File: config.mk
export PLATFORM = sky130hd
export DESIGN_NAME = m4te_mac
export DESIGN_NICKNAME = d
export VERILOG_FILES = /design/src/hdl/m4te_pkg.sv /design/src/hdl/m4te_mac.sv
export SDC_FILE = /design/constraint.sdc
export NUM_CORES = 2
export LEC_CHECK = 0
export ABC_AREA = 0
export BUFFER_PORTS_ARGS = -buffer_cell sky130_fd_sc_hd__buf_2
export CORE_MARGIN = 3
export CORE_UTILIZATION = 51
export DETAILED_ROUTE_END_ITERATION = 7
export PLACE_DENSITY = 0.78
export SYNTH_ARGS = -nofsm -noshare
export SYNTH_HDL_FRONTEND = slang
export SYNTH_SLANG_ARGS = --single-unit
File: constraint.sdc
create_clock -name clk -period 21.2 [get_ports clk]
set_clock_uncertainty 0.1 [all_clocks]
set_input_delay 3.18 -clock clk [delete_from_list [all_inputs] [get_ports clk]]
set_output_delay 3.18 -clock clk [all_outputs]
set_load 0.01 [all_outputs]
File: src/hdl/m4te_pkg.sv
`timescale 1ns / 1ps
package m4te_pkg;
    localparam int FRAC_BITS = 16;
    localparam int WORD_BITS = 32;
    localparam int IO_BITS = 32;
    localparam int DEPTH = 16;
    localparam int ADDR_BITS = 4;
    localparam int ACC_BITS = 2 * WORD_BITS + 3;

    typedef logic signed [WORD_BITS-1:0] word_t;
    typedef logic signed [ACC_BITS-1:0] acc_t;

    typedef enum logic [2:0] {
        OP_WR_CUR = 3'd0,
        OP_WR_OPD = 3'd1,
        OP_MUL    = 3'd2,
        OP_XFORM  = 3'd3,
        OP_CMP    = 3'd4,
        OP_RD     = 3'd5
    } op_t;

    typedef enum logic [2:0] {
        PH_CLR,
        PH_IDLE,
        PH_RUN,
        PH_COPY,
        PH_OUT
    } state_t;

    localparam logic signed [WORD_BITS-1:0] WMAX = {1'b0, {(WORD_BITS-1){1'b1}}};
    localparam logic signed [WORD_BITS-1:0] WMIN = {1'b1, {(WORD_BITS-1){1'b0}}};

    // Sign-extend or saturate a 32-bit input word to the internal word.
    function automatic word_t fit_in(input logic signed [IO_BITS-1:0] v, output logic ovf);
        logic signed [IO_BITS+WORD_BITS-1:0] e;
        begin
            e = (IO_BITS+WORD_BITS)'(v);
            ovf = 1'b0;
            if (e > (IO_BITS+WORD_BITS)'(WMAX))
            begin
                ovf = 1'b1;
                fit_in = WMAX;
            end
            else if (e < (IO_BITS+WORD_BITS)'(WMIN))
            begin
                ovf = 1'b1;
                fit_in = WMIN;
            end
            else
            begin
                fit_in = word_t'(e);
            end
        end
    endfunction

    // Truncate an accumulator by the fraction bits and saturate.
    function automatic word_t fit_acc(input acc_t a, output logic ovf);
        acc_t s;
        begin
            s = a >>> FRAC_BITS;
            ovf = 1'b0;
            if (s > ACC_BITS'(WMAX))
            begin
                ovf = 1'b1;
                fit_acc = WMAX;
            end
            else if (s < ACC_BITS'(WMIN))
            begin
                ovf = 1'b1;
                fit_acc = WMIN;
            end
            else
            begin
                fit_acc = word_t'(s);
            end
        end
    endfunction
endpackage

File: src/hdl/m4te_mac.sv
`timescale 1ns / 1ps
module m4te_mac (
    input  logic             clk,
    input  logic             clr,
    input  logic             en,
    input  m4te_pkg::word_t  a,
    input  m4te_pkg::word_t  b,
    output m4te_pkg::acc_t   acc
);
    import m4te_pkg::*;

    logic signed [2*WORD_BITS-1:0] prod;
    acc_t acc_reg;

    assign prod = a * b;
    assign acc = acc_reg;

    // One multiply-accumulate per enabled cycle.
    always_ff @(posedge clk)
    begin
        if (clr)
        begin
            acc_reg <= '0;
        end
        else if (en)
        begin
            acc_reg <= acc_reg + ACC_BITS'(prod);
        end
    end
endmodule

==> results summary <==
Wires add up to 115.5 mm. After detailed routing, the number of remaining DRC violations is 0. Dividing the detail-routed via count by the number of cells gives 5.477.

The number of top-level pins came out at 134. The mean routed wirelength per cell came out at 20.02 um. The sum of net half-perimeters after detailed placement is 96.11 mm.

The sink count of the clock tree came out at 67. Summed over all instances, the cell type with the most area after synthesis is sky130_fd_sc_hd__fa_1. The total via count in the routed design came out at 31.60k. The final-report hold violation count was 0. TritonCTS built the clock tree. Among all cell types in the netlist, the one instantiated most often is sky130_fd_sc_hd__inv_1. Based on the critical path, the design can be clocked at up to 0.08530 GHz. The ratio of cells with drive above 1 in the final layout is 0.03972. The total overflow reported by the global router is 0. After routing, the total negative slack on setup checks comes to 0 ns. The flip-flop count of the largest register, all copies and words added is 67. From synthesis to final layout, the design area changed by 3.867%. The worst setup path is launched from an input pin.

The max-slew violation total from the final report is 0. The startpoint identified for the worst register-to-register timing path is acc[19]. Of all nets on the critical path, the largest fanout is 32. The clock passes through at most 2 buffers. The initial antenna violation count came out at 7.

The H-tree level count is 3. The time the worst path needs with I/O delays and setup is 11.72 ns. Among all flip-flop cells after synthesis, the most frequent one is sky130_fd_sc_hd__dfxtp_1. The part of the Yosys area used for sequential elements came out at 0.03073. In this run the tool buffered the top-level ports with 133 buffer cells. The synthesized flop and latch total is 67. In this run the worst setup path begins at b[5]. The worst setup path is of the in -> reg kind. The count of routing violations after the opening detailed-route iteration is 1989. The slew at the pin with the worst max-slew slack came out at 1.054 ns. The post-synthesis cell area came out at 0.04365 mm2.

The fraction of post-synthesis cell area in the top cell type by area came out at 0.5701. The clock edge transition at the registers on the reported setup and hold paths is 0.06 ns. The total nets after synthesis came out at 6228. The number of nets at the end of the flow came out at 6162. The flow ran to the end, and the final reports show no timing, DRC or antenna violations. The global-route usage over all layers came out at 0.2708. Setup repair after global routing left no endpoint under its margin. The minimum setup slack in the final design came out at 9.476 ns.

The wire length of the first global-routing pass came out at 188.7 mm. The number of nets still failing antenna checks after routing came out at 0. The count of hold-fix buffers inserted at cts is 0. The arrival time of the worst setup path came out at 11.84 ns. The maximum number of pins on one net before global-route repair is 76. The post-cts sizing count came out at 0. The standard-cell row count came out at 106. The cell sitting at the root of the clock tree is a sky130_fd_sc_hd__clkbuf_16. Headroom to the max-slew limit came out at 0.2964. The capturing point of the worst reg2reg path is acc[44]. Of all flip-flops after synthesis, the portion carrying an async set or reset was 0.

The floorplan step set the die height to 298.6 um. The placement-stage worst setup slack is 9.202 ns. STA classifies the critical path endpoint as a flip-flop. After synthesis, the most frequently instantiated cells are 1289 x sky130_fd_sc_hd__inv_1, 1243 x sky130_fd_sc_hd__fa_1, 620 x sky130_fd_sc_hd__nand2_1. The critical path data required time is 21.31 ns. The post-CTS repair timing setup buffer count came out at 0. The die boundary width is 298.6 um. The count of max-cap constraint violations is 0. The final count of negative-setup-slack endpoints came out at 0.

The global placement routability congestion came out at 0.9324. The number of buffers inserted during clock tree synthesis is 9. The number of instances in the synthesized netlist is 4694.

The via count of the first global-routing pass is 35.78k. In this run the register-to-register setup slack is 12.92 ns. The final clock period utilization by the worst path came out at 0.5530. The Yosys step of the flow raised 0 warnings. The synthesized netlist contains 71 unique library cells. Dividing the synthesized area by the synthesized cell count gives 9.300 um2. The area of the die is 0.08914 mm2.

The core region is 0.08422 mm2. The critical path ends at acc[64]. The number of synthesized flops with an enable pin is 0. At the later pin of the worst-skew pair, clock insertion delay measures 0.36 ns.

The tightest min-delay check is of the reg -> reg type. In the post-synthesis netlist, the biggest area contributors are sky130_fd_sc_hd__fa_1 57%, sky130_fd_sc_hd__inv_1 11%, sky130_fd_sc_hd__ha_1 6.4%, sky130_fd_sc_hd__and2_1 6.4%, sky130_fd_sc_hd__nand2_1 5.3%. The starting utilization of the core area is 0.5183.

The number of cells on the worst reg-to-reg path came out at 24. The first detailed-routing pass ran for 7 iterations.
cells in the final DEF, fill, tap and decap left out, types with 4 or more instances in the layout:
cell type,netlist,final
sky130_fd_sc_hd__a31oi_1,8,8
sky130_fd_sc_hd__buf_4,0,20
sky130_fd_sc_hd__and2_1,447,447
sky130_fd_sc_hd__a21o_1,41,41
sky130_fd_sc_hd__nand2_1,620,619
sky130_fd_sc_hd__o21ai_0,31,31
sky130_fd_sc_hd__a211oi_1,15,15
sky130_fd_sc_hd__nand3_1,16,16
sky130_fd_sc_hd__nand2b_1,23,23
sky130_fd_sc_hd__ha_1,224,224
sky130_fd_sc_hd__xor2_1,28,28
sky130_fd_sc_hd__or2_2,4,4
sky130_fd_sc_hd__nor3_1,15,15
sky130_fd_sc_hd__dfxtp_1,67,67
sky130_fd_sc_hd__nor3b_1,4,4
sky130_fd_sc_hd__clkbuf_16,0,9
sky130_fd_sc_hd__nor2_1,110,110
sky130_fd_sc_hd__a21boi_0,4,4
sky130_fd_sc_hd__inv_1,1289,1287
sky130_fd_sc_hd__o21bai_1,10,10
sky130_fd_sc_hd__and3_1,9,9
sky130_fd_sc_hd__nand4_1,15,15
sky130_fd_sc_hd__fa_1,1243,1243
sky130_fd_sc_hd__or3_1,6,6
sky130_fd_sc_hd__o31ai_1,12,12
sky130_fd_sc_hd__mux2i_1,37,37
sky130_fd_sc_hd__o211ai_1,6,6
sky130_fd_sc_hd__o21a_1,6,6
sky130_fd_sc_hd__a21oi_1,63,63
sky130_fd_sc_hd__o22ai_1,11,11
sky130_fd_sc_hd__o21ai_1,5,5
sky130_fd_sc_hd__buf_2,3,132
sky130_fd_sc_hd__xnor2_1,36,36
cell type report:
cell class / instances / area, um2
Fill cell: 7391 / 38880
Multi-Input combinational cell: 3108 / 36600
Inverter: 1290 / 4842
Tap cell: 1134 / 1419
Sequential cell: 67 / 1341
Timing Repair Buffer: 152 / 810.8
Clock buffer: 9 / 225.2
Clock inverter: 7 / 96.34
Antenna cell: 3 / 7.507
per-layer routing:
layer	global-route usage	routed length [um]	part of all wire
met1	0.3183	39740	0.34
met2	0.4836	60290	0.52
met3	0.02942	7325	0.063
met4	0.1531	8136	0.070
met5	0	29	0.00025
logic make-up after synthesis:
kind of cell             after synthesis  share of synthesized area
XOR/XNOR                              64                    0.01284
AO/OA/AOI/OAI                        256                    0.04076
adder cells (fa/ha/maj)             1467                     0.6343
buffers and inverters               1519                     0.1309
multiplexers                          38                   0.008742
flip-flops                            67                    0.03073
AND/OR/NAND/NOR                     1283                     0.1417
through the flow:
stage,std cells,hold slack (ns),utilization,area [um2]
detailed placement,5751,0.4101,0.5345,45010
global placement,5751,0.3874,0.5345,45010
floorplan,4694,0.3957,-,43650
CTS,5767,0.4192,0.5383,45330
global route,5767,0.4480,0.5383,45330
finish,5770,0.4162,0.5384,45340
worst max-delay path, stage by stage:
cell,delay (ns)
sky130_fd_sc_hd__buf_2,0.59
sky130_fd_sc_hd__nand2_1,0.28
sky130_fd_sc_hd__inv_1,0.13
sky130_fd_sc_hd__fa_1,0.42
sky130_fd_sc_hd__inv_1,0.24
sky130_fd_sc_hd__fa_1,0.55
sky130_fd_sc_hd__inv_1,0.17
sky130_fd_sc_hd__fa_1,0.49
sky130_fd_sc_hd__inv_1,0.79
sky130_fd_sc_hd__fa_1,0.56
sky130_fd_sc_hd__inv_1,0.08
sky130_fd_sc_hd__fa_1,0.44
sky130_fd_sc_hd__fa_1,0.50
sky130_fd_sc_hd__fa_1,0.49
sky130_fd_sc_hd__inv_1,0.07
sky130_fd_sc_hd__fa_1,0.48
sky130_fd_sc_hd__inv_1,0.04
sky130_fd_sc_hd__ha_1,0.38
sky130_fd_sc_hd__nand2_1,0.12
sky130_fd_sc_hd__nor3_1,0.44
sky130_fd_sc_hd__nand3_1,0.24
sky130_fd_sc_hd__o41ai_1,0.43
sky130_fd_sc_hd__nor3_1,0.13
sky130_fd_sc_hd__o21ai_0,0.18
sky130_fd_sc_hd__o21ai_1,0.09
sky130_fd_sc_hd__mux2i_1,0.17
sky130_fd_sc_hd__o311ai_0,0.13
worst min-delay path by stage:
stage,to,from,depth (start not counted)
after detailed placement,acc[12],acc[12],2
after CTS,acc[12],acc[12],2
after floorplan,acc[36],acc[36],2
after global placement,acc[6],acc[6],2
final,acc[6],acc[6],2
after global routing,acc[6],acc[6],2
Power is left out: the tool's default activity adds up to more than one toggle a clock period on the data nets, which glitch-free logic cannot reach.
