$ cat src/hdl/m4te_ram.sv
`timescale 1ns / 1ps
module m4te_ram #(
    parameter int WIDTH = 32,
    parameter int DEPTH = 16
) (
    input  logic                     clk,
    input  logic                     we,
    input  logic [$clog2(DEPTH)-1:0] waddr,
    input  logic [WIDTH-1:0]         wdata,
    input  logic [$clog2(DEPTH)-1:0] raddr,
    output logic [WIDTH-1:0]         rdata
);
    logic [WIDTH-1:0] mem [DEPTH];

    // Single write port, registered read.
    always_ff @(posedge clk)
    begin
        if (we)
        begin
            mem[waddr] <= wdata;
        end
        rdata <= mem[raddr];
    end
endmodule

$ cat config.mk
export PLATFORM = sky130hd
export DESIGN_NAME = m4te_ram
export DESIGN_NICKNAME = d
export VERILOG_FILES = /design/src/hdl/m4te_ram.sv
export SDC_FILE = /design/constraint.sdc
export NUM_CORES = 1
export LEC_CHECK = 0
export BUFFER_PORTS_ARGS = -buffer_cell sky130_fd_sc_hd__buf_2
export CORE_MARGIN = 1.5
export CORE_UTILIZATION = 50
export CTS_CLUSTER_DIAMETER = 100
export CTS_CLUSTER_SIZE = 25
export DETAILED_ROUTE_END_ITERATION = 10
export PLACE_DENSITY = 0.72
export SLEW_MARGIN = 15
export SYNTH_ARGS = -nofsm -noshare
export SYNTH_HDL_FRONTEND = slang
export SYNTH_SLANG_ARGS = --single-unit
$ cat constraint.sdc
create_clock -name clk -period 4.1 [get_ports clk]
set_clock_uncertainty 0.15 [all_clocks]
set_input_delay 0.205 -clock clk [delete_from_list [all_inputs] [get_ports clk]]
set_output_delay 0.205 -clock clk [all_outputs]
set_load 0.005 [all_outputs]
==> results.md, run 1 <==
- Drt via density: 6.02
- Final ANT Viol Nets: 0
- Setup tns final: 0 ps
- FF-to-FF path depth: 3
- Die area: 40,900 µm²
- CTS root buffer: clkbuf_16
- Req. time, crit path: 4200 ps
- RSZ-0062 raised after global routing: false
- Ranking of synthesized cells by area: edfxtp_1, mux4_2, dfxtp_1, a22oi_1, nand2_1
- Largest net degree at the start of global routing: 59
- Final setup viols: 0
- Crit-path slowest cell: nor2_4
- # resized after CTS: 0
- Final hold vios: 0
- Vias in the first global route: 9,347
- Sequential cell area: 16,000 µm²
- CTS tree: yes
- Worst-path clk slew: 100 ps
- Clk sinks: 544
- Initial DRC Count: 1,040
- Critical path type: input pin to flip-flop
- Slew Limit Fails: 0
- Cells after Synth: 838
- Layout cell share with drive strength beyond 1: 0.280
- Primary FF master, synth: edfxtp_1
- Max VDD drop: 0.000396 V
- Placed cell areas: 21,000 µm²
- TritonCTS buffer count: 25
- Leak pwr: 0.00695 µW
- Post-synth EDFFs: 512
- Crit share post-route: 0.606
- CP max FO: 24
- CP Data Arrival Time: 2590 ps
- Fmax: 402 MHz
- Residual DRC: 0
- Vias: 8,945
- Worst-Margin Slew: 1190 ps
- Total Wirelength: 39,500 µm
- Area Overhead vs Synth: 11.3%
- Core area: 38,900 µm²
- Min-delay src: raddr[3]
- CP Capture Type: flip-flop
- Util after Layout: 0.568
- Die height: 202 µm
- Mapped Area: 19,900 µm²
- Hold endpoint: rdata[26]
- Area of the multi-input gates: 3750 µm²
- I/O pin cnt: 74
- Final nets: 995
- Initial Util: 0.510
- Status: complete, no violations
- PortBufs: 73
- CTS H-tree lvls: 1
- Reg2reg start: mem[0][11]
- Synth Register Bits: 544
- N_diodes: 0
- First-pass GRT wire length: 59,100 µm
- Clock buffer depth: 3
- Horiz. Die Dim: 202 µm
- Final weighted congestion in routability-driven placement: 0.695
- Pwr/cell area: 431 nW/µm²
- # fillers: 2,811
- Area leader, netlist: edfxtp_1
- GR Overflow Total: 0
- Hold crit path type: input pin to flip-flop
- Post-DP HPWL: 21,600 µm
- WHS Path Cells: 4
- Gr usage total: 0.196
- Sequential element share of the synthesized area: 0.807
- CP Launch Type: input pin
- Most common cell in the synthesized netlist: edfxtp_1
- Post-synth top cells: edfxtp_1, mux4_2, a22oi_1
- Slew HR: 0.205
- Share of the synthesized area in the top cell type: 0.774
- Critical Path Max Stage Delay: 910 ps
- Crit-path cells: dlygate4sd3_1, buf_2, nand2b_1, nor2_4, buf_4
- Max-cap violations: 0
- Synth Net Count: 880
- Clock Latency Late Sink: 550 ps
- Synth unique cells: 18
- Syn_area_per_cell: 23.7 µm²
- Initial antenna violation count: 0
- Row cnt: 72
- Worst r2r dst: rdata[11]
- Reg2reg setup slack: 2590 ps
- Detailed Routing Iterations Pass 1: 5
- Fin area: 22,100 µm²
- Asr flop ratio synth: 0
- Ys Warns: 0
- Drt wl/cell: 26.6 µm
- Final Critical Period: 2480 ps
==> cell families (layout without fill, tap and decap cells) <==
kind of cell           Yosys count  after routing  synth area share
AOI/OAI and AO/OA               64             64            0.0242
buffers and inverters           43            173            0.0112
DFF                            544            544             0.807
muxes                          128            128             0.145
and+or+nand+nor                 59             59            0.0127
==> cells in the final DEF, fill, tap and decap left out <==
cell / synthesis / final
nor3_2: 0 / 4
nor2b_4: 0 / 2
nand3_1: 1 / 1
nand2_1: 33 / 33
buf_12: 0 / 4
dfxtp_1: 32 / 32
buf_16: 0 / 2
nand3b_1: 2 / 2
mux4_2: 128 / 128
or3b_2: 1 / 1
buf_4: 11 / 18
and2_2: 0 / 1
edfxtp_1: 512 / 512
clkbuf_8: 0 / 1
clkbuf_1: 17 / 16
nand2b_1: 2 / 2
a22oi_1: 64 / 64
clkinv_4: 0 / 1
buf_2: 4 / 71
nor2_4: 0 / 13
clkbuf_16: 0 / 25
dlygate4sd3_1: 0 / 35
==> critical path, delay by kind of cell <==
family | cells | cell delay [ps]
buf+inv | 3 | 1110
simple gates | 2 | 1250
==> timing repair <==
action	CTS	global route
setup buffers	0	0
hold buffers	35	0
endpoints found under the hold margin	515	0
==> area by class of cell <==
class,count,area share
clock inverter,1,0.000396
clock buffer,41,0.0310
timing repair buffer,131,0.0448
sequential,544,0.725
multi-input combinational,251,0.170
tap,518,0.0293
==> power breakdown <==
group          total, µW  switching [µW]  internal, µW
logic                556             314           242
clock network       2720            1570          1160
registers           6250            39.9          6210
==> sequential cells by signal, summed over array words and instances (netlist names) <==
signal and cells:
mem 512, rdata 32
==> stage by stage <==
stage / total power [µW] / hold WS [ps] / cells / setup slack, ps
after global routing: 9810 / 221 / 1486 / 1530
after floorplan: 6660 / 154 / 838 / 565
after CTS: 9590 / 185 / 1483 / 1600
final: 9530 / 197 / 1486 / 1620
after detailed placement: 6910 / 430 / 1406 / 1550
after global placement: 6890 / 435 / 1405 / 1620
==> per-layer routing <==
metal	wire length [µm]	global-route usage	vias up
met2	19500	0.322	341
met4	571	0.0315	0
met3	2550	0.0274	41
met5	0	0	-
met1	17000	0.288	4789
li1	-	-	3774
==> worst max path at each step <==
stage,start,to,slack [ps],cells after the start
2_1_floorplan,waddr[2],mem[0][0],570,2
3_3_place_gp,we,mem[15][3],1620,4
3_5_place_dp,waddr[2],mem[10][7],1550,4
4_1_cts,waddr[0],mem[10][10],1600,5
5_1_grt,waddr[0],mem[10][10],1530,5
6_report,waddr[0],mem[10][10],1620,5
Note: power is estimated with default switching activity, not from simulation.
==> run 2: changes to the inputs <==
==> constraint.sdc (replaced) <==
create_clock -name clk -period 2.3 [get_ports clk]
set_clock_uncertainty 0.15 [all_clocks]
set_input_delay 0.115 -clock clk [delete_from_list [all_inputs] [get_ports clk]]
set_output_delay 0.115 -clock clk [all_outputs]
set_load 0.005 [all_outputs]
==> run 2 against run 1 <==
Compared with the run above:
- clock power grew 79%
- critical endpoint is now rdata[28]
- setup slack got worse by 950 ps
- non-clock buffer count grew 14
- hold slack worse by 150 ps
==> results.md, run 2 (synthesis results as in run 1) <==
- Status: complete, no violations
- First-pass GRT wire length: 58,800 µm
- Max VDD drop: 0.000608 V
- Core area: 38,900 µm²
- Busiest grt layer: met2
- Clock power share: 0.286
- Max reg flops: 512
- Die area: 40,900 µm²
- CP Capture Type: flip-flop
- Fmax: 610 MHz
- P_sw: 3440 µW
- I/O pin cnt: 74
- # resized after CTS: 0
- GR Overflow Total: 0
- CTS root buffer: clkbuf_16
- Die height: 202 µm
- Comb pwr share: 0.060
- Max-cap violations: 0
- Reg power frac: 0.653
- Initial Util: 0.510
- Final Critical Period: 1640 ps
- Met2 Use GR: 0.308
- Residual DRC: 0
- Leak pwr: 0.00708 µW
- CP Launch Type: input pin
- Initial antenna violation count: 1
- Crit-path slowest cell: dlygate4sd3_1
- Largest Register: mem
- CP max FO: 21
- Final setup viols: 0
- Layout cell share with drive strength beyond 1: 0.290
- Pwr/cell area: 760 nW/µm²
- Util after Layout: 0.576
- Total Wirelength: 38,800 µm
- Reg2reg setup slack: 800 ps
- Post-DP HPWL: 20,400 µm
- PortBufs: 73
- CTS H-tree lvls: 1
- M1 GR Usage: 0.297
- Req. time, crit path: 2590 ps
- Vias in the first global route: 9,301
- Vias: 9,021
- FF-to-FF path depth: 3
- Drt via density: 6.01
- Worst r2r dst: rdata[10]
- Hold crit path type: input pin to flip-flop
- Clock Latency Late Sink: 560 ps
- Row cnt: 72
- Commonest cells after routing, fill and taps aside: edfxtp_1, mux4_2, buf_2, a22oi_1, dlygate4sd3_1
- Critical Path Max Stage Delay: 530 ps
- Crit-path cells: dlygate4sd3_1, buf_4, buf_4, mux4_2, a22oi_1, nand2_1
- Horiz. Die Dim: 202 µm
- TritonCTS buffer count: 25
- Slew Limit Fails: 0
- Worst-path clk slew: 100 ps
- Crit share post-route: 0.713
- Largest net degree at the start of global routing: 44
- Clock buffer depth: 3
- Min-delay src: raddr[0]
- Switching Fraction: 0.202
- Crit path top cell by count: buf_4
- Hold endpoint: rdata[6]
- Final hold vios: 0
- Clk sinks: 544
- Drt wl/cell: 25.8 µm
- Setup tns final: 0 ps
- Slew HR: 0.563
- Initial DRC Count: 882
- Detailed Routing Iterations Pass 1: 5
- Final ANT Viol Nets: 0
- RSZ-0062 raised after global routing: false
- Biggest regs: mem: 512 flops, rdata: 32 flops
- Area Overhead vs Synth: 12.9%
- CP Data Arrival Time: 1930 ps
- Reg2reg start: mem[3][10]
- M3 GR Usage: 0.0232
- Critical path type: input pin to flip-flop
- CTS tree: yes
- Gr usage total: 0.194
- Final nets: 1,009
- Final weighted congestion in routability-driven placement: 0.722
- Commonest non-fill, non-tap cell in the layout: edfxtp_1
- WHS Path Cells: 4
- Worst-Margin Slew: 656 ps
- Power Internal: 13,600 µW
## run 2: cell types whose count changed in the layout (fill, tap and decap cells not counted)
cell | before | now
nor3_2 | 4 | 0
diode_2 | 0 | 1
nor3_4 | 0 | 4
buf_4 | 18 | 17
buf_12 | 4 | 21
clkbuf_1 | 16 | 17
buf_16 | 2 | 0
## run 2: per-layer routing
metal,wire length (µm),up-vias
met5,0,-
met4,544,0
met3,2750,40
met2,18700,349
met1,16800,4829
li1,-,3803
## run 2: how the worst max path moves through the flow
stage	from	to	slack [ps]	cells past startpoint
detailed placement	waddr[2]	mem[1][7]	470	4
global placement	raddr[0]	rdata[28]	460	5
CTS	raddr[1]	rdata[28]	640	6
floorplan	waddr[2]	mem[1][0]	-290	2
finish	raddr[1]	rdata[28]	660	6
global route	raddr[1]	rdata[31]	600	6
## run 2: worst max-delay path: cells and delay by family
kind	cells	cell delay [ps]
compound gates	1	240
simple gates	1	100
buf+inv	3	1110
mux	1	340
## run 2: layout make-up
type / instances / area [µm²]
Clock buffer: 42 / 689
Multi-Input combinational cell: 251 / 3770
Clock inverter: 1 / 8.76
Sequential cell: 544 / 16000
Timing Repair Buffer: 145 / 1270
Antenna cell: 1 / 2.50
Fill cell: 2828 / 16500
Tap cell: 518 / 648
## run 2: timing repair
action	in CTS	in global routing
setup buffers	0	0
endpoints found under the hold margin	516	0
setup endpoints to repair	0	0
hold buffers	35	0
## run 2: power by group through the flow
stage | logic, µW | clock network (µW) | registers [µW]
2_1_floorplan | 533 | 0 | 11300
3_3_place_gp | 977 | 0 | 11400
3_5_place_dp | 993 | 0 | 11400
4_1_cts | 1050 | 4980 | 11100
5_1_grt | 1110 | 5290 | 11200
6_report | 1030 | 4870 | 11100
## run 2: per-stage QoR
step	std cells	setup WS [ps]	hold WS [ps]	total power, µW	instance area (µm²)
2_1_floorplan	838	-293	63.9	11900	19900
3_3_place_gp	1423	461	337	12300	21400
3_5_place_dp	1423	465	339	12400	21400
4_1_cts	1501	637	30.0	17200	22400
5_1_grt	1502	605	61.1	17600	22400
6_report	1502	661	45.2	17000	22400
